## src/hdl/liu_pkg.sv

```systemverilog
// shared types and constants of the linear interpolation unit
// no dependencies; used by liu_front, liu_out, the top level, its checker and the testbench
package liu_pkg;

   localparam int FIELD_WIDTH = 32;

   typedef logic [FIELD_WIDTH-1:0] field_type;

endpackage

```

## src/hdl/liu_out.sv

```systemverilog
// output register: zero span override, signed step from y_start
// depends on liu_pkg
module liu_out #(
   parameter int DATA_WIDTH = 32
) (
   input  logic                  clock,
   input  logic                  reset,
   input  logic                  in_valid,
   output logic                  in_ready,
   input  logic [DATA_WIDTH-1:0] quot_i,
   input  logic [DATA_WIDTH-1:0] ys_i,
   input  logic                  rising_i,
   input  logic                  zero_i,
   output logic                  out_valid,
   input  logic                  out_ready,
   output liu_pkg::field_type    y_value
);

   localparam int EXT_WIDTH =
      (DATA_WIDTH > liu_pkg::FIELD_WIDTH) ? DATA_WIDTH : liu_pkg::FIELD_WIDTH;

   logic                  valid_ff, valid_in;
   logic [DATA_WIDTH-1:0] quot, y_w;
   logic [EXT_WIDTH-1:0]  y_ext;
   liu_pkg::field_type    y_ff, y_in;

   assign in_ready = !valid_ff || out_ready;

   always_comb begin
      quot     = zero_i ? '0 : quot_i;
      y_w      = rising_i ? (ys_i + quot) : (ys_i - quot);
      y_ext    = EXT_WIDTH'(y_w);
      y_in     = y_ext[liu_pkg::FIELD_WIDTH-1:0];
      valid_in = in_ready ? in_valid : valid_ff;
   end

   always_ff @(posedge clock) begin
      if (reset) begin
         valid_ff <= 1'b0;
      end else begin
         valid_ff <= valid_in;
      end
   end

   always_ff @(posedge clock) begin
      if (in_ready && in_valid) begin
         y_ff <= y_in;
      end
   end

   assign out_valid = valid_ff;
   assign y_value   = y_ff;

endmodule

```

## config.mk

```make
export PLATFORM = sky130hd
export DESIGN_NAME = liu_out
export DESIGN_NICKNAME = d
export VERILOG_FILES = /design/src/hdl/liu_pkg.sv /design/src/hdl/liu_out.sv
export SDC_FILE = /design/constraint.sdc
export NUM_CORES = 1
export LEC_CHECK = 0
export BUFFER_PORTS_ARGS = -buffer_cell sky130_fd_sc_hd__buf_2
export CORE_AREA = 2 2 84 86
export DETAILED_ROUTE_END_ITERATION = 10
export DIE_AREA = 0 0 86 88
export PLACE_DENSITY = 0.86
export SETUP_SLACK_MARGIN = 0.05
export SLEW_MARGIN = 20
export SYNTH_ARGS = -nofsm -noshare
export SYNTH_HDL_FRONTEND = slang
export SYNTH_SLANG_ARGS = --single-unit
```

## constraint.sdc

```tcl
create_clock -name clock -period 5.3 [get_ports clock]
set_input_delay 1.325 -clock clock [delete_from_list [all_inputs] [get_ports clock]]
set_output_delay 1.325 -clock clock [all_outputs]
set_load 0.02 [all_outputs]
```

; ---- Word level (Yosys, flattened, before mapping)
; Cells that the tools add are included.
; W data, S select, Z words.
[word_totals]
ff_bits = 33
in_bits = 70
out_inout_bits = 34
elab_cells = 9
[classes]
add_sub_neg = 2
n_mux = 2
reduce_logical = 3
[op_table]
columns = op, n
row1 = $mux W32, 2
row2 = $add A32 B32 Y32, 1
row3 = $sub A32 B32 Y32, 1
row4 = $logic_and A1 B1 Y1, 1
row5 = $logic_not A1 Y1, 1
row6 = $logic_or A1 B1 Y1, 1

; ---- Logic depth before layout (Yosys ltp)
[depth]
depth_word = 3
depth_mapped = 17
mapped_depth_nobuf = 17

; ---- Worst setup path after synthesis
; No wires, ideal clock.
[synth_timing]
kind = input -> register
from = input port quot_i[0]
to = register y_ff[31] (netlist: y_value[31]) (data pin)
setup_time_ps = 260
arrival_ps = 4713
slack_ps = 327
stages = 17
cell_sequence = or4_4 nor4b_4 nor2b_1 a21oi_1 xnor2_1 nor2_1 ha_1 clkbuf_1 nand2_1 o21ai_0 nand2_1 o211ai_1 a31oi_1 a2111oi_0 or4_1 a21oi_1 xnor2_1
[synth_between]
elab_chain_cells = 3
word_cells_on_any_way = 4
classes_between = 2 x add/sub / 2 x mux
[synth_lines]
columns = element, line
row1 = "start, declared", liu_out.sv:10  ; input logic [DATA_WIDTH-1:0] quot_i,
row2 = $mux W32 (*), liu_out.sv:30  ; quot = zero_i ? '0 : quot_i;
row3 = $sub A32 B32 Y32 or $add A32 B32 Y32 (tied branches), liu_out.sv:31  ; y_w = rising_i ? (ys_i + quot) : (ys_i - quot);
row4 = $mux W32 (*), liu_out.sv:31
row5 = via y_ext[31], liu_out.sv:24  ; logic [EXT_WIDTH-1:0] y_ext;
row6 = "end signal, assigned", liu_out.sv:47  ; y_ff <= y_in;
row7 = "end, declared", liu_out.sv:25  ; liu_pkg::field_type y_ff, y_in;
; Mark *: on every way through the listed nets, which the timed path passes. The rest lies on a longest branch.
; A chain may end at the register's enable or synchronous reset.

; ---- Worst setup path in the final report
; Same ends and word-level chain as after synthesis.

==> results.py <==
metrics = {
    "yosys": {
        "ys.flop_type": "edfxtp_1",
        "synth_area_um2": 3410,
        "synthArstFlopShare_pct": 0,
        "syn_nets": 507,
        "yosys_warnings": 0,
        "yosysTopAreaCell": "edfxtp_1",
        "synth_top_area_share_pct": 28.2,
        "synth_seq_cells": 33,
        "syn-instance-count": 399,
        "avgSynthCellArea_um2": 8.55,
        "synth_edf_count": 32,
        "synth.distinct_cells": 40,
        "seq_area_frac_synth_pct": 28.7,
        "synth_area_leaders": "edfxtp_1 (28%), ha_1 (14%), xnor2_1 (9.2%)",
    },
    "pwr": {
        "leakage_nw": 1.95,
        "powerDensity_nw_per_um2": 223,
        "p_total_mw": 0.934,
        "ir_worst_vdd_mv": 0.120,
    },
    "timing": {
        "relSlewSlack_pct": 73.2,
        "fmax_mhz": 199,
        "finalSetupTns_ns": 0,
        "hold_viol": 0,
        "finalMaxSlewViolations": 0,
        "period_minus_slack_ns": 5.02,
        "finClkSkew_ns": 0.00803,
        "grt_setup_unrepaired": "yes",
        "worst_pin_slew_ns": 0.392,
        "period_share_pct": 94.7,
        "setup_violations": 0,
    },
    "cells_and_area": {
        "multi_input_area_um2": 2360,
        "ff_latch_area_um2": 981,
        "fin_util_pct": 63.0,
        "layout-drive-gt1-share_pct": 25.6,
        "antenna_cells": 0,
        "final_cell_mix": "buf_2 (103), a21oi_1 (56), nor2_1 (46), ha_1 (37), xnor2_1 (36)",
        "area_growth_pct": 22.7,
        "stdcell_count": 592,
        "fillers": 572,
        "final_common_cell": "buf_2",
        "fin_nets": 619,
    },
    "global_routing": {
        "grt_max_degree": 33,
        "grt-ovfl-total": 0,
        "grt_pass1_wl_um": 13900,
        "track_usage_pct": 22.7,
        "antenna_found_initial": 0,
        "first_global_vias": 3194,
    },
    "floorplanning": {
        "start_util_pct": 51.4,
        "die_area_um2": 7570,
        "core-area_um2": 6640,
        "rows": 30,
        "chipHeight_um": 88,
        "ioPinCount": 104,
        "die_x_um": 86,
    },
    "detailed_routing": {
        "ant_nets": 0,
        "wire_per_inst_um": 14.7,
        "vias_per_cell": 5.71,
        "first_pass_iters": 6,
        "route.detailed.drc": 0,
        "wirelength_um": 8720,
        "drt_first_iter_violations": 169,
        "vias": 3381,
    },
    "flow_run": {
        "maxCapViolCount": 0,
    },
    "critical_path": {
        "path_cells": "buf_2, or4_4, nand2b_1, nor2b_1, xnor2_1, nor2_1, ha_1, a21oi_1, nand3b_1, o21ai_1, o211ai_1, a31oi_2, a2111oi_0, or4_1, a21oi_1, xnor2_1",
        "reg2reg_slack_ns": 4.02,
        "cp.arrival_ns": 5.06,
        "critPathLaunchType": "primary input",
        "required_ns": 5.34,
        "critPathMaxStageDelay_ns": 0.57,
        "setup.worst_path.start": "quot_i[0]",
        "cp-end-kind": "flip-flop",
        "cp_slowest_cell": "or4_4",
        "path_class": "primary input to flip-flop",
        "critical_path.max_fanout": 6,
        "reg2reg_from": "out_valid",
    },
    "clocking": {
        "cts_made_buffers": 5,
        "clockBufferDepth": 2,
        "h-tree-depth": 2,
        "cts-root-buf": "clkbuf_8",
        "ctsHoldBuffers": 0,
        "clk_latency_ns": 0.29,
        "cts.reportedPaths.clkPinSlew_ns": 0.07,
        "clkSinkCount": 33,
        "cts_tree": "built",
    },
    "min_path": {
        "worstHoldStart": "out_valid",
        "worstHoldPathType": "flip-flop to flip-flop",
    },
    "placed_design": {
        "dp.cells": 584,
        "numPortBuffers": 103,
        "place_hpwl_um": 7030,
        "place_congestion": 0.970,
    },
    "outcome": {
        "status": "completed",
    },
}
[Yosys cell counts, drive strengths merged, types with 11 or more instances]
cell type	number
edfxtp	32
a21oi	56
xnor2	36
nor2b	11
xor2	17
clkbuf	11
inv	14
ha	37
o21ai	24
a21o	15
nand2	17
nor2	46
[timing repair]
| action | CTS | global route |
|---|---|---|
| setup buffers | 0 | 0 |
| resized for setup | 0 | 3 |
| endpoints found under the setup margin | 0 | 4 |
[metrics by stage]
step                hold WS, ns  setup slack (ns)  area [um^2]
detailed placement        0.525           -0.0697         4080
global route              0.557            0.0120         4190
CTS                       0.537             0.231         4170
finish                    0.532             0.278         4190
global placement          0.482            0.0842         4080
floorplan                 0.729             0.327         3410
[cell type report]
| class | instances | share of cell area (%) |
|---|---|---|
| clock buffer | 6 | 1.73 |
| clock inverter | 2 | 0.239 |
| inverter | 14 | 1.26 |
| multi-input combinational | 341 | 56.3 |
| sequential | 33 | 23.4 |
| tap | 80 | 2.39 |
| timing repair buffer | 116 | 14.6 |
[critical path: cells and delay by family]
| family | cells | cell delay (ns) |
|---|---|---|
| compound gates | 6 | 1.42 |
| fa+ha+maj | 1 | 0.36 |
| buf+inv | 1 | 0.13 |
| simple gates | 6 | 1.59 |
| xor+xnor | 2 | 0.22 |
[state kept, by name, summed over array words and instances (netlist names)]
name / flops
y_value: 32
out_valid: 1
[power by group]
part	switching (mW)	total, mW	leakage, nW	internal, mW
Combinational	0.240	0.405	1.59	0.165
Sequential	0.00727	0.346	0.318	0.338
Clock	0.0933	0.184	0.0450	0.0909
Total	0.340	0.934	1.95	0.594
[final timing paths]
path / to / depth (start not counted)
hold / removal: out_valid / 2
hold reg to reg: out_valid / 2
setup / recovery: y_value[31] / 16
setup reg to reg: y_value[18] / 3
[routing by layer]
metal / wire length (um) / vias up / track usage (%) / share of wire, %
li1: - / 1683 / - / -
met1: 3730 / 1558 / 27.0 / 43
met2: 4310 / 119 / 40.9 / 49
met3: 455 / 21 / 3.68 / 5.2
met4: 225 / 0 / 9.09 / 2.6
met5: 0 / - / 0 / 0
[logic make-up after synthesis]
| family | count (synthesis) | share of synthesized area (%) |
|---|---|---|
| AOI/OAI and AO/OA | 119 | 20.1 |
| xor gates and xnor gates | 53 | 13.6 |
| adders and majority gates | 38 | 14.2 |
| buffers and inverters | 25 | 2.75 |
| DFF | 33 | 28.7 |
| and+or+nand+nor | 131 | 20.6 |
(Power assumes the default switching activity.)
