`src/hdl/liu_div_stage.sv`:
```
// one step of the restoring divider: one quotient bit per register stage
// no package dependencies; chained by the top level
module liu_div_stage #(
   parameter int DATA_WIDTH = 32
) (
   input  logic                  clock,
   input  logic                  reset,
   input  logic                  in_valid,
   output logic                  in_ready,
   input  logic [DATA_WIDTH-1:0] rem_i,
   input  logic [DATA_WIDTH-1:0] work_i,
   input  logic [DATA_WIDTH-1:0] span_i,
   input  logic [DATA_WIDTH-1:0] ys_i,
   input  logic                  rising_i,
   input  logic                  zero_i,
   output logic                  out_valid,
   input  logic                  out_ready,
   output logic [DATA_WIDTH-1:0] rem_o,
   output logic [DATA_WIDTH-1:0] work_o,
   output logic [DATA_WIDTH-1:0] span_o,
   output logic [DATA_WIDTH-1:0] ys_o,
   output logic                  rising_o,
   output logic                  zero_o
);

   logic                  valid_ff, valid_in;
   logic [DATA_WIDTH:0]   trial, diff;
   logic                  fits;
   logic [DATA_WIDTH-1:0] rem_ff, rem_in, work_ff, work_in, span_ff, ys_ff;
   logic                  rising_ff, zero_ff;

   assign in_ready = !valid_ff || out_ready;

   // shift in the next dividend bit, subtract the divisor when it fits
   always_comb begin
      trial    = {rem_i, work_i[DATA_WIDTH-1]};
      diff     = trial - {1'b0, span_i};
      fits     = trial >= {1'b0, span_i};
      rem_in   = fits ? diff[DATA_WIDTH-1:0] : trial[DATA_WIDTH-1:0];
      work_in  = {work_i[DATA_WIDTH-2:0], fits};
      valid_in = in_ready ? in_valid : valid_ff;
   end

   always_ff @(posedge clock) begin
      if (reset) begin
         valid_ff <= 1'b0;
      end else begin
         valid_ff <= valid_in;
      end
   end

   always_ff @(posedge clock) begin
      if (in_ready && in_valid) begin
         rem_ff    <= rem_in;
         work_ff   <= work_in;
         span_ff   <= span_i;
         ys_ff     <= ys_i;
         rising_ff <= rising_i;
         zero_ff   <= zero_i;
      end
   end

   assign out_valid = valid_ff;
   assign rem_o     = rem_ff;
   assign work_o    = work_ff;
   assign span_o    = span_ff;
   assign ys_o      = ys_ff;
   assign rising_o  = rising_ff;
   assign zero_o    = zero_ff;

endmodule

```
`config.mk`:
```
export PLATFORM = sky130hd
export DESIGN_NAME = liu_div_stage
export DESIGN_NICKNAME = d
export VERILOG_FILES = /design/src/hdl/liu_div_stage.sv
export SDC_FILE = /design/constraint.sdc
export NUM_CORES = 1
export LEC_CHECK = 0
export BUFFER_PORTS_ARGS = -buffer_cell sky130_fd_sc_hd__buf_2
export CORE_UTILIZATION = 48
export DETAILED_ROUTE_END_ITERATION = 10
export PLACE_DENSITY = 0.86
export SYNTH_ARGS = -nofsm -noshare
export SYNTH_HDL_FRONTEND = slang
export SYNTH_SLANG_ARGS = --single-unit
```
`constraint.sdc`:
```
create_clock -name clock -period 5.7 [get_ports clock]
set_input_delay 0.855 -clock clock [delete_from_list [all_inputs] [get_ports clock]]
set_output_delay 0.855 -clock clock [all_outputs]
set_load 0.05 [all_outputs]
```
# --- After elaboration in Yosys (flattened, before gate mapping) ---
# Index checks and enable logic that the tools add are counted.
# W data, S select, Z words.
op_classes:
  muxes: 1
  n_addsub: 1
  order_cmp: 1
  n_reduce_logical: 3
op_table:
  columns: ["cell", "count"]
  rows:
  - ["$ge A33 B32 Y1", 1]
  - ["$mux W32", 1]
  - ["$sub A32 B32 Y32", 1]
  - ["$logic_and A1 B1 Y1", 1]
  - ["$logic_not A1 Y1", 1]
  - ["$logic_or A1 B1 Y1", 1]
totals:
  elab_cells: 13
  ff_bits: 131

# --- Logic depth before layout (Yosys ltp) ---
depth:
  depth_word: 3
  mapped_depth: 13
  depth_no_buf: 12

# --- Least setup slack after synthesis ---
# OpenSTA, ideal clock, no wires.
synth_path:
  path_kind: "input to register"
  start: "in out_ready"
  end: "reg rem_ff[0], in the netlist rem_o[0], enable pin"
  stages: 2
  path_buffers: 0
  setup_time_ps: 504
  t_arrival_ps: 4379
  required_ps: 5196
  setup_slack_ps: 817
  path_cell_list: "nand2b_1 and2_1"
synth_between:
  elab_chain_len: 2
synth_rtl:
  columns: ["item", "line_no", "source"]
  rows:
  - ["from (decl)", "17", "input logic out_ready,"]
  - ["$logic_or A1 B1 Y1", "32", "assign in_ready = !valid_ff || out_ready;"]
  - ["$logic_and A1 B1 Y1", "53", "if (in_ready && in_valid) begin"]
  - ["to (signal assigned)", "54", "rem_ff <= rem_in;"]
  - ["to (decl)", "29", "logic [DATA_WIDTH-1:0] rem_ff, rem_in, work_ff, work_in, span_ff, ys_ff;"]
# Every way passes these cells.
# A chain may end at the register's enable or synchronous reset.

# --- Worst setup path after layout ---
layout_path:
  start: "in work_i[31]"
  end: "reg rem_ff[30], in the netlist rem_o[30], data pin"
layout_between:
  elab_chain_len: 2
  elab_cells_between_ends: 3
  classes_between: "add/sub (1); order compare (1); mux (1)"
layout_rtl:
  columns: ["item", "line_no", "source"]
  rows:
  - ["from (decl)", "11", "input logic [DATA_WIDTH-1:0] work_i,"]
  - ["$sub A32 B32 Y32 or $ge A33 B32 Y1 (tied branches)", "37, 38", null]
  - ["$mux W32 (*)", "39", "rem_in = fits ? diff[DATA_WIDTH-1:0] : trial[DATA_WIDTH-1:0];"]
  - ["net rem_in[30]", "29", null]
# Mark *: on every way through the listed nets, which the timed path passes. The rest lies on a longest branch.

==> flow_summary.json <==
{
  "grt_use_total": 0.2516,
  "synth.avg_cell_area_sq_um": 12.89,
  "cts_tree": "yes",
  "antenna_found_initial": 2,
  "clk_pin_slew_worst_paths_ns": 0.06,
  "yosysWarnings": 0,
  "antenna_left": 0,
  "final-instance-count-excl-fill": 931,
  "clock-root-buffer": "clkbuf_16",
  "drt-total-wl_microns": 16650,
  "synth_seq_cells": 131,
  "crit_type": "input pin to flip-flop",
  "drv_slew": 0,
  "grt_pass1_vias": 4888,
  "drt_iter0_markers": 384,
  "dieArea_sq_um": 13230,
  "antenna_cells": 0,
  "hold_path_class": "flip-flop to flip-flop",
  "critPathCaptureType": "flip-flop",
  "dp_cells": 899,
  "hold_path_depth": 2,
  "worst_ep_arrival_time_ns": 3.74,
  "cts_num_sinks": 131,
  "htreeDepth": 4,
  "num_rows": 40,
  "cts_resized": 0,
  "drive_gt1_frac": 0.4063,
  "hold_violations": 0,
  "remaining_drc_errors": 0,
  "status": "completed",
  "ys_seq_area_frac": 0.6397,
  "p_leak_nw": 3.678,
  "crit_required_ns": 5.87,
  "die_height_microns": 115.0,
  "yosysUniqueCellTypes": 48,
  "worstHoldStart": "out_valid",
  "via_per_inst": 5.306,
  "r2r-end": "rem_o[7]",
  "routedWlPerCell_microns": 17.88,
  "worstMarginPinSlew_ns": 0.7798,
  "rsz0062_at_grt": "no",
  "max_freq_mhz": 280.1,
  "power_density_nw_per_um2": 363.1,
  "num_io_pins": 266,
  "maxSlewHeadroom": 0.4801,
  "hold_buffers": 0,
  "synthArstFlopShare": 0,
  "synthesis.area_sq_um": 6133,
  "period_minus_slack_ns": 3.571,
  "drv_cap": 0,
  "layout_commonest_cell": "buf_2",
  "place_congestion": 0.9195,
  "vias": 4940,
  "period_share": 0.6264,
  "power_mw": 2.997,
  "cts_buffer_depth": 2,
  "reg2reg_depth": 3,
  "min_to": "out_valid",
  "critPathLaunchType": "input pin",
  "final_cell_mix": "265 x buf_2, 130 x edfxtp_1, 56 x a21oi_1",
  "grt_max_degree": 63,
  "rrSetupSlack_ns": 3.65,
  "dp_hpwl_microns": 12470,
  "skew_ns": 0.004641,
  "synthCells": 476,
  "critPathMaxFanout": 3,
  "fin_setup_tns_ns": 0,
  "core-area_sq_um": 12210,
  "cts-buffers-inserted": 17,
  "fin_nets": 917,
  "syn_to_final_growth_pct": 34.58,
  "worstReg2RegStart": "out_valid",
  "synth_edf_count": 130,
  "grt-ovfl-total": 0,
  "ir_worst_vdd_mv": 0.1563,
  "grt_pass1_wl_microns": 24410,
  "place.port_buffers": 265,
  "finish.utilization": 0.6759,
  "synthFlopType": "edfxtp_1",
  "setup_viol": 0,
  "start_util": 0.5023,
  "dr.pass1.iters": 5,
  "postCtsSetupBuffers": 0,
  "synthesis.nets": 643,
  "clk_latency_ns": 0.42,
  "die_w_microns": 115.0
}
## per-stage QoR
step	hold slack [ns]	setup WS, ns	cell area, sq um
finish	0.5181	2.129	8254
global route	0.5531	1.977	8254
CTS	0.5190	2.172	8254
detailed placement	0.5117	1.730	7637
global placement	0.4961	1.787	7637
floorplan	0.9241	0.8171	6133
## routing by layer
metal | share of wire | up-vias | GRT usage | wire, microns
li1 | - | 2317 | - | -
met4 | 0.035 | 2 | 0.1307 | 585
met1 | 0.36 | 2318 | 0.2625 | 6046
met2 | 0.50 | 253 | 0.4446 | 8391
met3 | 0.097 | 50 | 0.09120 | 1612
met5 | 0.00060 | - | 0 | 10
## sequential cells by signal, summed over array words and instances, names as in the netlist
signal and count:
ys_o 32, out_valid 1, zero_o 1, span_o 32
rising_o 1, rem_o 32, work_o 32
## cell type report
type                       instances  area, sq um
fill                             909         3958
tap                              168        210.2
clock buffer                      20        436.7
timing repair buffer             270         1364
clock inverter                    12        180.2
multi-input combinational        291         1993
sequential                       131         3924
inverter                          39        146.4
## cells by family after synthesis
logic type / Yosys count / synth area share
AOI/OAI and AO/OA: 119 / 0.1218
xor gates and xnor gates: 27 / 0.03856
adders and majority gates: 33 / 0.06854
buffers and inverters: 54 / 0.03570
DFF: 131 / 0.6397
muxes: 12 / 0.02162
and+or+nand+nor: 100 / 0.07405
## power by group
group / total [mW] / switching, mW / internal (mW)
clock: 1.14 / 0.412 / 0.733
sequential: 1.18 / 0.0190 / 1.16
combinational: 0.678 / 0.483 / 0.195
total: 3.00 / 0.913 / 2.08
## synthesized netlist by cell type, types with 2 or more instances
| cell type | count | share of area |
|---|---|---|
| xnor2_1 | 15 | 0.021 |
| a21oi_1 | 56 | 0.046 |
| buf_4 | 3 | 0.0037 |
| o22ai_1 | 2 | 0.0020 |
| and2_1 | 3 | 0.0031 |
| clkbuf_1 | 8 | 0.0049 |
| o21ai_0 | 15 | 0.012 |
| mux2i_1 | 2 | 0.0033 |
| ha_1 | 32 | 0.065 |
| nand2_1 | 28 | 0.017 |
| nor4_1 | 4 | 0.0041 |
| nand2b_1 | 5 | 0.0051 |
| a211o_1 | 2 | 0.0029 |
| buf_2 | 4 | 0.0033 |
| nor2_1 | 37 | 0.023 |
| o211ai_1 | 4 | 0.0049 |
| o21a_1 | 6 | 0.0073 |
| o21bai_1 | 3 | 0.0037 |
| nor3_1 | 2 | 0.0016 |
| o41ai_1 | 2 | 0.0029 |
| nand3_1 | 8 | 0.0065 |
| edfxtp_1 | 130 | 0.64 |
| nand4_1 | 7 | 0.0071 |
| xor2_1 | 12 | 0.017 |
| mux2_1 | 4 | 0.0073 |
| a31oi_1 | 2 | 0.0020 |
| a21o_1 | 13 | 0.016 |
| inv_1 | 39 | 0.024 |
| nor2b_1 | 2 | 0.0020 |
| mux2_2 | 6 | 0.011 |
| a211oi_1 | 3 | 0.0037 |
## how the worst max path moves through the flow
| stage | startpoint | endpoint | slack, ns | cells past startpoint |
|---|---|---|---|---|
| after detailed placement | work_i[31] | rem_o[30] | 1.73 | 13 |
| final | work_i[31] | rem_o[30] | 2.13 | 13 |
| after CTS | work_i[31] | rem_o[30] | 2.17 | 13 |
| after global routing | work_i[31] | rem_o[30] | 1.98 | 13 |
| after floorplan | out_ready | rem_o[0] | 0.82 | 2 |
| after global placement | work_i[31] | rem_o[30] | 1.79 | 13 |
## critical path, cell delays in order
cell	delay, ns
buf_2	0.09
inv_1	0.04
ha_1	0.23
fa_1	0.41
nand2b_1	0.20
a21oi_1	0.16
o2111ai_1	0.22
o311a_1	0.39
a21oi_1	0.23
a21oi_1	0.17
o41ai_1	0.32
xor2_1	0.11
mux2_1	0.30
No activity file was read; power rests on OpenSTA's default activity.
