`src/hdl/liu_pkg.sv`:
```
// shared types and constants of the linear interpolation unit
// no dependencies; used by liu_front, liu_out, the top level, its checker and the testbench
package liu_pkg;

   localparam int FIELD_WIDTH = 32;

   typedef logic [FIELD_WIDTH-1:0] field_type;

endpackage

```
`src/hdl/liu_front.sv`:
```
// first stage: operand trimming, differences, slope sign and zero span flag
// depends on liu_pkg
module liu_front #(
   parameter int DATA_WIDTH = 32
) (
   input  logic                  clock,
   input  logic                  reset,
   input  logic                  in_valid,
   output logic                  in_ready,
   input  liu_pkg::field_type    x_start,
   input  liu_pkg::field_type    x_query,
   input  liu_pkg::field_type    x_end,
   input  liu_pkg::field_type    y_start,
   input  liu_pkg::field_type    y_end,
   output logic                  out_valid,
   input  logic                  out_ready,
   output logic [DATA_WIDTH-1:0] dxq,
   output logic [DATA_WIDTH-1:0] dy,
   output logic [DATA_WIDTH-1:0] span,
   output logic [DATA_WIDTH-1:0] ys,
   output logic                  rising,
   output logic                  zero
);

   localparam int EXT_WIDTH =
      (DATA_WIDTH > liu_pkg::FIELD_WIDTH) ? DATA_WIDTH : liu_pkg::FIELD_WIDTH;

   logic [EXT_WIDTH-1:0]  xs_e, xq_e, xe_e, ys_e, ye_e;
   logic [DATA_WIDTH-1:0] xs_w, xq_w, xe_w, ys_w, ye_w;
   logic                  valid_ff, valid_in;
   logic [DATA_WIDTH-1:0] dxq_ff, dxq_in, dy_ff, dy_in, span_ff, span_in, ys_ff;
   logic                  rising_ff, rising_in, zero_ff, zero_in;

   assign xs_e = EXT_WIDTH'(x_start);
   assign xq_e = EXT_WIDTH'(x_query);
   assign xe_e = EXT_WIDTH'(x_end);
   assign ys_e = EXT_WIDTH'(y_start);
   assign ye_e = EXT_WIDTH'(y_end);
   assign xs_w = xs_e[DATA_WIDTH-1:0];
   assign xq_w = xq_e[DATA_WIDTH-1:0];
   assign xe_w = xe_e[DATA_WIDTH-1:0];
   assign ys_w = ys_e[DATA_WIDTH-1:0];
   assign ye_w = ye_e[DATA_WIDTH-1:0];

   assign in_ready = !valid_ff || out_ready;

   always_comb begin
      dxq_in    = xq_w - xs_w;
      span_in   = xe_w - xs_w;
      rising_in = ye_w > ys_w;
      dy_in     = rising_in ? (ye_w - ys_w) : (ys_w - ye_w);
      zero_in   = (xe_w == xs_w);
      valid_in  = in_ready ? in_valid : valid_ff;
   end

   always_ff @(posedge clock) begin
      if (reset) begin
         valid_ff <= 1'b0;
      end else begin
         valid_ff <= valid_in;
      end
   end

   always_ff @(posedge clock) begin
      if (in_ready && in_valid) begin
         dxq_ff    <= dxq_in;
         dy_ff     <= dy_in;
         span_ff   <= span_in;
         ys_ff     <= ys_w;
         rising_ff <= rising_in;
         zero_ff   <= zero_in;
      end
   end

   assign out_valid = valid_ff;
   assign dxq       = dxq_ff;
   assign dy        = dy_ff;
   assign span      = span_ff;
   assign ys        = ys_ff;
   assign rising    = rising_ff;
   assign zero      = zero_ff;

endmodule

```
`config.mk`:
```
export PLATFORM = sky130hd
export DESIGN_NAME = liu_front
export DESIGN_NICKNAME = d
export VERILOG_FILES = /design/src/hdl/liu_pkg.sv /design/src/hdl/liu_front.sv
export SDC_FILE = /design/constraint.sdc
export NUM_CORES = 1
export LEC_CHECK = 0
export ABC_CLOCK_PERIOD_IN_PS = 8100
export BUFFER_PORTS_ARGS = -buffer_cell sky130_fd_sc_hd__clkbuf_2
export CAP_MARGIN = 5
export CORE_MARGIN = 5
export CORE_UTILIZATION = 55
export CTS_BUF_LIST = sky130_fd_sc_hd__clkbuf_8
export CTS_CLUSTER_DIAMETER = 50
export CTS_CLUSTER_SIZE = 8
export DETAILED_ROUTE_END_ITERATION = 10
export GPL_TIMING_DRIVEN = 0
export PLACE_DENSITY = 0.83
export SETUP_SLACK_MARGIN = 0.2
export SLEW_MARGIN = 20
export SYNTH_ARGS = -nofsm -noshare
export SYNTH_HDL_FRONTEND = slang
export SYNTH_SLANG_ARGS = --single-unit
export TNS_END_PERCENT = 50
```
`constraint.sdc`:
```
create_clock -name clock -period 8.1 [get_ports clock]
set_input_delay 0.81 -clock clock [delete_from_list [all_inputs] [get_ports clock]]
set_output_delay 0.81 -clock clock [all_outputs]
set_load 0.005 [all_outputs]
```
# Word level (Yosys, flattened, before mapping)
# Index checks and enable logic that the tools add are counted.
[totals] reg_bits=131 latchBits=0 ramBits=0 mem_bits_ro=0 out_inout_bits=132 wordCells=17 mem_count=0
[classes] add_sub_neg=4 n_mul=0 div_mod_pow=0 n_lt_le_gt_ge=1 eq_ne=1 shift=0 muxes=1 bitwise_logic=0 reduce_logical=3
[op_table] operator="$sub A32 B32 Y32" n=4
[op_table] operator="$eq A32 B32 Y1" n=1
[op_table] operator="$gt A32 B32 Y1" n=1
[op_table] operator="$mux W32" n=1
[op_table] operator="$logic_and A1 B1 Y1" n=1
[op_table] operator="$logic_not A1 Y1" n=1
[op_table] operator="$logic_or A1 B1 Y1" n=1

# Depth between registers and ports, before layout
[depth] ltp_word=3 mapped_depth=14 mapped_depth_nobuf=12

# Worst setup path after synthesis
# Ideal clock, no wire load.
[synth_path] path_kind="input port to flip-flop" startpoint="input out_ready" endpoint="register dxq_ff[0] (netlist: dxq[0]) (enable)" t_arrival_ps=3965 t_required_ps=7595 slack_ps=3630 path_stages=2 path_cell_list="nand2b_1 > and2_1"
[synth_via] elab_chain_len=2
[synth_rtl] item="start: declaration" line_no="liu_front.sv:16" source="input logic out_ready,"
[synth_rtl] item="$logic_or A1 B1 Y1" line_no="liu_front.sv:45" source="assign in_ready = !valid_ff || out_ready;"
[synth_rtl] item="$logic_and A1 B1 Y1" line_no="liu_front.sv:65" source="if (in_ready && in_valid) begin"
[synth_rtl] item="end signal: assignment" line_no="liu_front.sv:66" source="dxq_ff <= dxq_in;"
[synth_rtl] item="end: declaration" line_no="liu_front.sv:31" source="logic [DATA_WIDTH-1:0] dxq_ff, dxq_in, dy_ff, dy_in, span_ff, span_in, ys_ff;"
# Every way passes these cells.
# A chain may end at the register's enable or synchronous reset.

# Worst setup path after layout
[layout_path] startpoint="input y_start[20]" endpoint="register dy_ff[14] (netlist: dy[14]), data pin"
[layout_via] elab_chain_len=2
[layout_rtl] item="start: declaration" line_no="liu_front.sv:13" source="input liu_pkg::field_type y_start,"
[layout_rtl] item="$gt A32 B32 Y1" line_no="liu_front.sv:50" source="rising_in = ye_w > ys_w;"
[layout_rtl] item="$mux W32" line_no="liu_front.sv:51" source="dy_in = rising_in ? (ye_w - ys_w) : (ys_w - ye_w);"
[layout_rtl] item="named net dy_in[14]" line_no="liu_front.sv:31"
[layout_rtl] item="end signal: assignment" line_no="liu_front.sv:67" source="dy_ff <= dy_in;"
[layout_rtl] item="end: declaration" line_no="liu_front.sv:31"
# The timed path passes the listed nets, and every way through them passes these cells.

==> reports/metrics.yaml <==
detail_route.iter0.violations: 657
antenna_found_initial: 0
hold_viol_final: 0
cts_setup_buffers: 0
critical_path_required_ps: 8300
core_area_um2: 19300
timing.critical_path.arrival_ps: 4480
post-route-period-util_pct: 52.9
synth_async_sr_flop_share_pct: 0
holdBufCountCts: 0
finalWirelength_mm: 30.3
met2_demand_to_capacity_share_in_global_routing_pct: 45.6
yosys.cell_count.top_type: "edfxtp_1"
start_util_pct: 55.5
total_leakage_power_nw: 6.44
final-max-slew-violation-count: 0
power_density_nw_per_um2: 169
synth_xor_xnor_area_share_pct: 7.02
synthesized_area_fraction_occupied_by_adder_cells_pct: 15.3
area_overhead_vs_synth_pct: 20.9
rows: 51
finalSetupTns_ps: 0
critical_path_sink_type: "flip-flop"
global_route.usage.met1_pct: 31.9
place_congestion: 0.934
synth_compound_area_share_pct: 22.7
tmin_final_ps: 4280
cts.htree.levels: 4
syn-num-nets: 1421
fin_area_um2: 13000
cts_num_sinks: 131
power.internal_mw: 1.48
setup.worst_path.start_class: "input port"
fmax_ghz: 0.234
postSynthRegisterBits: 131
p_switching_uw: 719
final.fill_count: 1596
post_cts_resize_count: 0
synth_flop_cell: "edfxtp_1"
ys_top_cells_by_area: "edfxtp_1, ha_1, a21o_1"
globalRouteTotalUtil_pct: 26.5
share_seq_of_total_power_pct: 40.3
via_count: 9922
unrepaired_setup_endpoints_after_global_routing: "false"
finalCoreUtilization_pct: 67.1
hpwlAfterDp_mm: 24.5
dpl_cell_area_um2: 12600
area.sequential_um2: 3920
chipWidth_um: 150
root_buffer: "clkbuf_8"
hold_path.class: "in -> reg"
crit_type: "in -> reg"
yosysSeqAreaShare_pct: 36.6
switching_share_pct: 32.7
antenna_cells_inserted: 0
tightest_slew_ps: 722
tritoncts: "done"
synth_edf_count: 130
grt_most_used_layer: "met2"
io_pins: 296
grt_remaining_overflow: 0
post_synth.cell_area_avg_um2: 9.51
grt_pass1_wl_mm: 47.5
maxCapViolations: 0
nets: 1737
crit_path_max_fanout: 10
synth.cells.most_frequent: "edfxtp_1, ha_1, inv_1"
synth_cell_type_count: 65
drt_drc_violations_left: 0
clock_path_buffers: 2
globalRouteMet3Util_pct: 5.33
routed_via_density: 5.77
outcome: "finished, final reports clean"
synth_top_family_by_area: "compound AO/OA/AOI/OAI gates"
syn-cell-area_um2: 10700
power_frac_comb_pct: 34.2
drive_gt1_share_pct: 24.0
power.ir.vdd_worst_uv: 101
grt_start_max_net_pins: 56
post-place-cells: 1690
route.detailed.wl_per_inst_um: 17.6
ant_nets: 0
clk_latency_ps: 450
first_global_vias: 9720
placement.io_buffers: 295
post-synth-top-area-cell: "edfxtp_1"
die_y_um: 150
tritoncts.num_buffers: 17
final_cells: 1720
post_synth_and_or_nand_nor_area_fraction_pct: 11.9
postSynthCellCount: 1128
path_clk_slew_ps: 80
slew_headroom_pct: 51.9
post_synth_mux_area_share_pct: 1.13
synth-warning-count: 0
area_share_of_the_leading_cell_type_in_the_synthesized_netlist_pct: 36.4
setup_viol: 0
multi_input_comb_area_um2: 6220
die_area_um2: 22400
clock_power_share_pct: 25.5
drt_first_pass_iters: 6
worst_clock_skew_ps: 9.52
-- worst max-delay path, cell delays in order --
cell and delay (ps):
clkbuf_2 100, inv_1 40, ha_1 260, clkbuf_1 360, nand2_1 180, nor4_1 540
nand4_1 320, mux2i_1 260, a31o_2 230, buf_2 290, buf_1 590, o21ai_0 290
xnor2_1 200
-- flip-flops by register name, summed over array words and instances, names as in the netlist --
| register | flops |
|---|---|
| dxq | 32 |
| dy | 32 |
| span | 32 |
| ys | 32 |
| out_valid | 1 |
| rising | 1 |
| zero | 1 |
-- path summary, 6_finish.rpt --
path,start,end,slack (ps),depth (start not counted)
setup reg to reg,out_valid,ys[24],6270,4
hold / removal,reset,out_valid,500,2
setup / recovery,y_start[20],dy[14],3820,13
hold reg to reg,out_valid,out_valid,520,2
-- metal layers --
metal	vias up	part of all wire [%]
li1	4773	-
met1	4566	39
met2	485	49
met3	98	7.5
met4	0	4.4
met5	-	0
-- power by group through the flow --
stage               Sequential, mW  Clock, mW  Combinational (mW)
floorplan                    0.914          0               0.461
global placement             0.903          0               0.722
detailed placement           0.900          0               0.739
CTS                          0.886      0.565               0.746
global route                 0.892      0.600               0.825
finish                       0.885      0.559               0.752
-- cells by family after synthesis --
| kind of cell | after synthesis |
|---|---|
| AO/OA/AOI/OAI | 371 |
| XOR/XNOR | 86 |
| adder cells (fa/ha/maj) | 129 |
| buffers and inverters | 151 |
| flip-flops | 131 |
| multiplexers | 12 |
| AND/OR/NAND/NOR | 248 |
-- layout make-up --
cell class	instances	area share, %
well taps	265	2.56
clock inverters	13	1.13
repair buffers	297	11.8
multi-input cells	846	48.0
clock buffers	17	1.80
inverters	117	3.39
flip-flops and latches	131	30.3
plain buffers	34	1.09
-- placed cells by master (no fill, tap or decap), drive strengths merged, types with 33 or more instances in the layout --
cell type  count
a21oi        111
o21ai         64
edfxtp       130
clkbuf       335
xor2          33
xnor2         53
nand2         67
a21o          76
inv          119
ha           125
nor2          46
-- metrics by stage --
step | setup WS [ps] | hold WS (ps) | total power, mW
after global placement | 2500 | 493 | 1.63
after global routing | 3740 | 500 | 2.32
after detailed placement | 3420 | 511 | 1.64
after CTS | 3930 | 484 | 2.20
after floorplan | 3630 | 522 | 1.38
final | 3820 | 502 | 2.20
Power figures use the tool's default switching activity.
