--- config.mk ---
export PLATFORM = sky130hd
export DESIGN_NAME = liu_mul
export DESIGN_NICKNAME = d
export VERILOG_FILES = /design/src/hdl/liu_mul.sv
export SDC_FILE = /design/constraint.sdc
export NUM_CORES = 1
export LEC_CHECK = 0
export BUFFER_PORTS_ARGS = -buffer_cell sky130_fd_sc_hd__buf_2
export CORE_ASPECT_RATIO = 1.5
export CORE_MARGIN = 10
export CORE_UTILIZATION = 50
export DETAILED_ROUTE_END_ITERATION = 10
export PLACE_DENSITY = 0.65
export SLEW_MARGIN = 10
export SYNTH_ARGS = -nofsm -noshare
export SYNTH_HDL_FRONTEND = slang
export SYNTH_SLANG_ARGS = --single-unit
export TNS_END_PERCENT = 20
--- constraint.sdc ---
create_clock -name clock -period 9.1 [get_ports clock]
set_input_delay 1.82 -clock clock [delete_from_list [all_inputs] [get_ports clock]]
set_output_delay 1.82 -clock clock [all_outputs]
set_load 0.01 [all_outputs]
--- src/hdl/liu_mul.sv ---
// two-stage truncated multiplier: half-width partial products, then their sum
// no package dependencies; carries the side fields of an item along
module liu_mul #(
   parameter int DATA_WIDTH = 32
) (
   input  logic                  clock,
   input  logic                  reset,
   input  logic                  in_valid,
   output logic                  in_ready,
   input  logic [DATA_WIDTH-1:0] mul_a,
   input  logic [DATA_WIDTH-1:0] mul_b,
   input  logic [DATA_WIDTH-1:0] span_i,
   input  logic [DATA_WIDTH-1:0] ys_i,
   input  logic                  rising_i,
   input  logic                  zero_i,
   output logic                  out_valid,
   input  logic                  out_ready,
   output logic [DATA_WIDTH-1:0] prod,
   output logic [DATA_WIDTH-1:0] span_o,
   output logic [DATA_WIDTH-1:0] ys_o,
   output logic                  rising_o,
   output logic                  zero_o
);

   localparam int LO_W = DATA_WIDTH / 2;
   localparam int HI_W = DATA_WIDTH - LO_W;

   logic [LO_W-1:0]       a_lo, b_lo;
   logic [HI_W-1:0]       a_hi, b_hi;

   // partial product stage
   logic                  pv_ff, pv_in, p_ready;
   logic [2*LO_W-1:0]     pll_ff, pll_in;
   logic [HI_W-1:0]       plh_ff, plh_in, phl_ff, phl_in;
   logic [DATA_WIDTH-1:0] pspan_ff, pys_ff;
   logic                  prising_ff, pzero_ff;

   // sum stage
   logic                  sv_ff, sv_in;
   logic [DATA_WIDTH-1:0] pll_ext, cross_ext, prod_ff, prod_in;
   logic [HI_W-1:0]       cross_sum;
   logic [DATA_WIDTH-1:0] sspan_ff, sys_ff;
   logic                  srising_ff, szero_ff;

   assign a_lo = mul_a[LO_W-1:0];
   assign a_hi = mul_a[DATA_WIDTH-1:LO_W];
   assign b_lo = mul_b[LO_W-1:0];
   assign b_hi = mul_b[DATA_WIDTH-1:LO_W];

   assign p_ready  = !sv_ff || out_ready;
   assign in_ready = !pv_ff || p_ready;

   always_comb begin
      pll_in = (2*LO_W)'(a_lo) * (2*LO_W)'(b_lo);
      plh_in = HI_W'(a_lo) * b_hi;
      phl_in = a_hi * HI_W'(b_lo);
      pv_in  = in_ready ? in_valid : pv_ff;
   end

   always_comb begin
      pll_ext   = DATA_WIDTH'(pll_ff);
      cross_sum = plh_ff + phl_ff;
      cross_ext = {cross_sum, {LO_W{1'b0}}};
      prod_in   = pll_ext + cross_ext;
      sv_in     = p_ready ? pv_ff : sv_ff;
   end

   always_ff @(posedge clock) begin
      if (reset) begin
         pv_ff <= 1'b0;
         sv_ff <= 1'b0;
      end else begin
         pv_ff <= pv_in;
         sv_ff <= sv_in;
      end
   end

   always_ff @(posedge clock) begin
      if (in_ready && in_valid) begin
         pll_ff     <= pll_in;
         plh_ff     <= plh_in;
         phl_ff     <= phl_in;
         pspan_ff   <= span_i;
         pys_ff     <= ys_i;
         prising_ff <= rising_i;
         pzero_ff   <= zero_i;
      end
   end

   always_ff @(posedge clock) begin
      if (p_ready && pv_ff) begin
         prod_ff    <= prod_in;
         sspan_ff   <= pspan_ff;
         sys_ff     <= pys_ff;
         srising_ff <= prising_ff;
         szero_ff   <= pzero_ff;
      end
   end

   assign out_valid = sv_ff;
   assign prod      = prod_ff;
   assign span_o    = sspan_ff;
   assign ys_o      = sys_ff;
   assign rising_o  = srising_ff;
   assign zero_o    = szero_ff;

endmodule

### Yosys cells after proc, flatten, opt, wreduce, memory -nomap -nowiden

Cells that the tools add are included.

| word-level totals | value |
|---|---|
| input bits | 134 |
| output and inout port bits | 100 |
| word-level logic and storage cells | 25 |
| flip-flop bits (word level) | 230 |

| operators by class | value |
|---|---|
| $mul | 3 |
| $add $sub $neg | 2 |
| reduce and logical (&&, ||, !) cells | 6 |

Operator list:

| kind | count |
|---|---|
| 32-bit adder | 1 |
| 16-bit by 16-bit multiplier with 16-bit output | 2 |
| 16-bit by 16-bit multiplier with 32-bit output | 1 |
| 16-bit adder | 1 |
| 1-bit logical AND | 2 |
| 1-bit logical NOT | 2 |
| 1-bit logical OR | 2 |

### Longest topological paths before layout

| logic depth | value |
|---|---|
| depth in word-level cells | 4 |
| mapped depth | 23 |
| depth with buffers taken out | 21 |

### Worst setup path before layout

No wires, ideal clock.

| timing | value |
|---|---|
| path type | in2reg |
| start | input port mul_a[13] |
| end | register pll_ff[25], in the netlist pll_ext[25], data pin |
| required time | 8.838 ns |
| setup time | 0.262 ns |
| arrival time | 7.161 ns |
| path slack | 1.677 ns |
| stages | 21 |
| cells stage by stage | clkbuf_1 > buf_1 > nand2_1 > fa_1 > fa_1 > inv_1 > fa_1 > fa_1 > fa_1 > inv_1 > fa_1 > inv_1 > ha_1 > a211o_1 > a2111oi_2 > o211ai_1 > nand2_1 > o31ai_1 > a21oi_2 > o21ai_1 > xor2_1 |

| on the way | value |
|---|---|
| longest elaborated chain between the ends | 1 |

Ends and longest elaborated chain:

| element | line | source |
|---|---|---|
| start, declared | 10 | `input logic [DATA_WIDTH-1:0] mul_a,` |
| 16-bit by 16-bit multiplier with 32-bit output | 54 | `pll_in = (2*LO_W)'(a_lo) * (2*LO_W)'(b_lo);` |
| via pll_in[25] | 33 | `logic [2*LO_W-1:0] pll_ff, pll_in;` |
| end signal, assigned | 80 | `pll_ff <= pll_in;` |
| end, declared | 33 |  |

The timed path passes the listed nets, and every way through them passes these cells.
A chain may end at the register's enable or synchronous reset.

### Worst setup path in the final report

| timing | value |
|---|---|
| start | input port mul_b[1] |
| end | register pll_ff[25], in the netlist pll_ext[25], data pin |

| on the way | value |
|---|---|
| longest elaborated chain between the ends | 1 |

Ends and longest elaborated chain:

| element | line | source |
|---|---|---|
| start, declared | 11 | `input logic [DATA_WIDTH-1:0] mul_b,` |
| 16-bit by 16-bit multiplier with 32-bit output | 54 |  |
| via pll_in[25] | 33 |  |

The timed path passes the listed nets, and every way through them passes these cells.

==> impl_metrics.toml <==
[clock_tree]
clk_pin_slew_worst_paths_ns = 0.07
cts_buffers = 18
clk_path_buf_depth = 3
cts_sinks = 230
ctsHoldBuffers = 0
cts_max_level = 1
cts_resized = 0
clock_latency_ns = 0.49
cts_root_buf = "clkbuf_16"
post-cts-setup-buffers = 0
tritoncts = "built"

[global_route]
grt_pass1_wl_mm = 95.9
antenna_found_initial = 1
grt_pass1_vias = 17900
gr-total-overflow = 0
groute.usage.overall_pct = 20.5
grt_max_degree = 81

[synthesis]
synth_warnings = 0
yosysUniqueCellTypes = 55
yosysSeqAreaShare_pct = 27.9
syn_inst = 2371
netlist.area_leader.share_pct = 28.9
synth.area.top_cells = "fa_1 29%, edfxtp_1 28%, ha_1 12%"
synth_nets = 3093
synth_edf_count = 228
synth_area_mm2 = 0.0246
synth-seq-cells = 230
synth_top_flop_cell = "edfxtp_1"
syn_avg_cell_area_um2 = 10.4
yosys.area.top_type = "fa_1"
async_reset_ff_share_pct = 0

[worst_setup_path]
crit_top_cell = "fa_1"
path_cells = "buf_2, nand2_1, fa_1, fa_1, inv_1, fa_1, fa_1, fa_1, inv_1, fa_1, inv_1, ha_1, a211o_1, a2111oi_2, o211ai_1, nand2_1, o31ai_1, a21oi_2, o21ai_1, xor2_1"
critPathRequiredTime_ns = 9.33
worstPathMaxFanout = 31
slowest_stage = "fa_1"
r2r_slack_ns = 4.93
endpoint_kind = "flop"
arrival_ns = 7.55
critical_path_class = "primary input to flop"
critPathLaunchType = "primary input"
r2r-start = "plh_ff[0]$_DFFE_PP_"
cpPeakStageDelay_ns = 0.55
startpoint = "mul_b[1]"

[floorplan]
std_cell_rows = 99
ios = 234
start_util_pct = 50.6
fp.dieH_um = 292
die-area_mm2 = 0.0588
die_x_um = 201
coreArea_mm2 = 0.0487

[finish]
drive_gt1_share_pct = 11.2
antenna_cells = 0
finish.net_count = 3260
areaGrowthSynthToFinish_pct = 9.33

[route]
wl_per_cell_um = 18.3
drt_pass1_iterations = 5
via_per_inst = 5.14
dr.first_iter.drc_count = 780
drc = 0
final_antenna_net_count = 0
wirelength_mm = 58.8
num_vias = 16500

[min_path]
hp-start = "pspan_ff[30]$_DFFE_PP_"
hold_class = "flop to flop"

[timing]
fin_setup_tns_ns = 0
worst_pin_slew_ns = 0.918
finalCritPeriodShare_pct = 80.5
hold_violations = 0
finClkSkew_ns = 0.0160
drv_slew = 0
fmax_ghz = 0.136
setup_viol = 0
slew_headroom_pct = 38.8
rsz0062_at_grt = "false"
post-route-min-period_ns = 7.33

[job]
cap_violations = 0

[placed_design]
place.gp.congestion = 0.887
numPortBuffers = 233
hpwl_mm = 47.2

[run_status]
status = "completed"
synth_stat cells (3+ instances only):
master and count:
fa_1 356, a211o_1 4, a21o_1 21, nor2b_1 17, edfxtp_1 228, or3_1 5, nand2_1 341, o311ai_1 3
o21ai_0 16, o21ai_1 11, and3_1 8, nand3_1 14, a311oi_1 3, a31oi_1 3, o21a_1 9, xnor2_1 93
ha_1 232, nand2b_1 11, nor3_1 18, o211ai_1 3, a21oi_1 61, a211oi_1 7, o21bai_1 9, and2_1 217
inv_1 476, nand4_1 3, or2_2 3, nor2_1 40, clkbuf_1 89, a21oi_2 3, a211oi_2 4, xor2_1 31
layout make-up:
| class | count | area [µm²] |
|---|---|---|
| well taps | 656 | 821 |
| inverters | 476 | 1790 |
| multi-input cells | 1575 | 15600 |
| clock buffers | 19 | 475 |
| fillers | 4327 | 21700 |
| repair buffers | 237 | 1200 |
| flip-flops and latches | 230 | 6890 |
| clock inverters | 13 | 135 |
sequential cells by signal, indices dropped and copies added (netlist names):
name / flops
zero_o: 1
prising_ff: 1
rising_o: 1
pll_ext: 32
out_valid: 1
span_o: 32
phl_ff: 16
pspan_ff: 32
pzero_ff: 1
plh_ff: 16
pys_ff: 32
ys_o: 32
prod: 32
pv_ff: 1
cell families after synthesis:
logic type | count (synthesis) | share of synthesized area, %
AO/OA/AOI/OAI | 177 | 4.84
XOR/XNOR | 125 | 4.50
adder cells (fa/ha/maj) | 588 | 40.7
buffers and inverters | 566 | 8.62
flip-flops | 230 | 27.9
multiplexers | 1 | 0.0406
AND/OR/NAND/NOR | 684 | 13.4
per-stage QoR:
step                      cells  area (µm²)  util [%]  setup slack [ns]  hold slack, ns
after floorplan            2371       24600         -              1.68           0.400
after global placement     3174       26300      54.1              1.38           0.400
after detailed placement   3174       26300      54.1              1.27           0.405
after CTS                  3206       26900      55.4              1.79           0.414
after global routing       3206       26900      55.4              1.41           0.421
final                      3206       26900      55.4              1.77           0.411
critical path, delay by kind of cell:
kind                       cells  cell delay (ns)
buffers and inverters          4             0.64
adders and majority gates      7             3.38
AOI/OAI and AO/OA              6             1.23
xor gates and xnor gates       1             0.15
and+or+nand+nor                2             0.32
path summary, 6_finish.rpt:
| path | end | cells after the start |
|---|---|---|
| worst min-delay path | span_o[30]$_DFFE_PP_ | 0 |
| worst min register to register | span_o[30]$_DFFE_PP_ | 0 |
| worst max-delay path | pll_ext[25]$_DFFE_PP_ | 20 |
| worst max register to register | prod[31]$_DFFE_PP_ | 17 |
per-layer routing:
metal	wire (µm)	global-route usage, %	vias up	part of all wire [%]
li1	-	-	7691	-
met3	3460	2.57	85	5.9
met2	29400	36.2	564	50
met1	24200	25.4	8148	41
met4	1800	6.91	2	3.1
met5	13	0	-	0.022
layout by cell type (no fill, tap or decap), types with 5 or more instances in the layout:
cell type	instances
inv_1	476
a21o_1	21
nand2_1	341
nor3_1	18
o21ai_0	16
buf_2	233
nor2b_1	16
nor2_1	40
nand2b_1	11
and3_1	8
nand3_1	14
fa_1	356
o21bai_1	9
a21oi_1	61
xnor2_1	93
edfxtp_1	228
o21ai_1	11
ha_1	232
o21a_1	9
a211oi_1	7
clkbuf_16	19
or3_1	5
and2_1	216
xor2_1	31
Power is not shown: default switching activity piles up to over one toggle a cycle in this logic, so the estimate is an artifact.
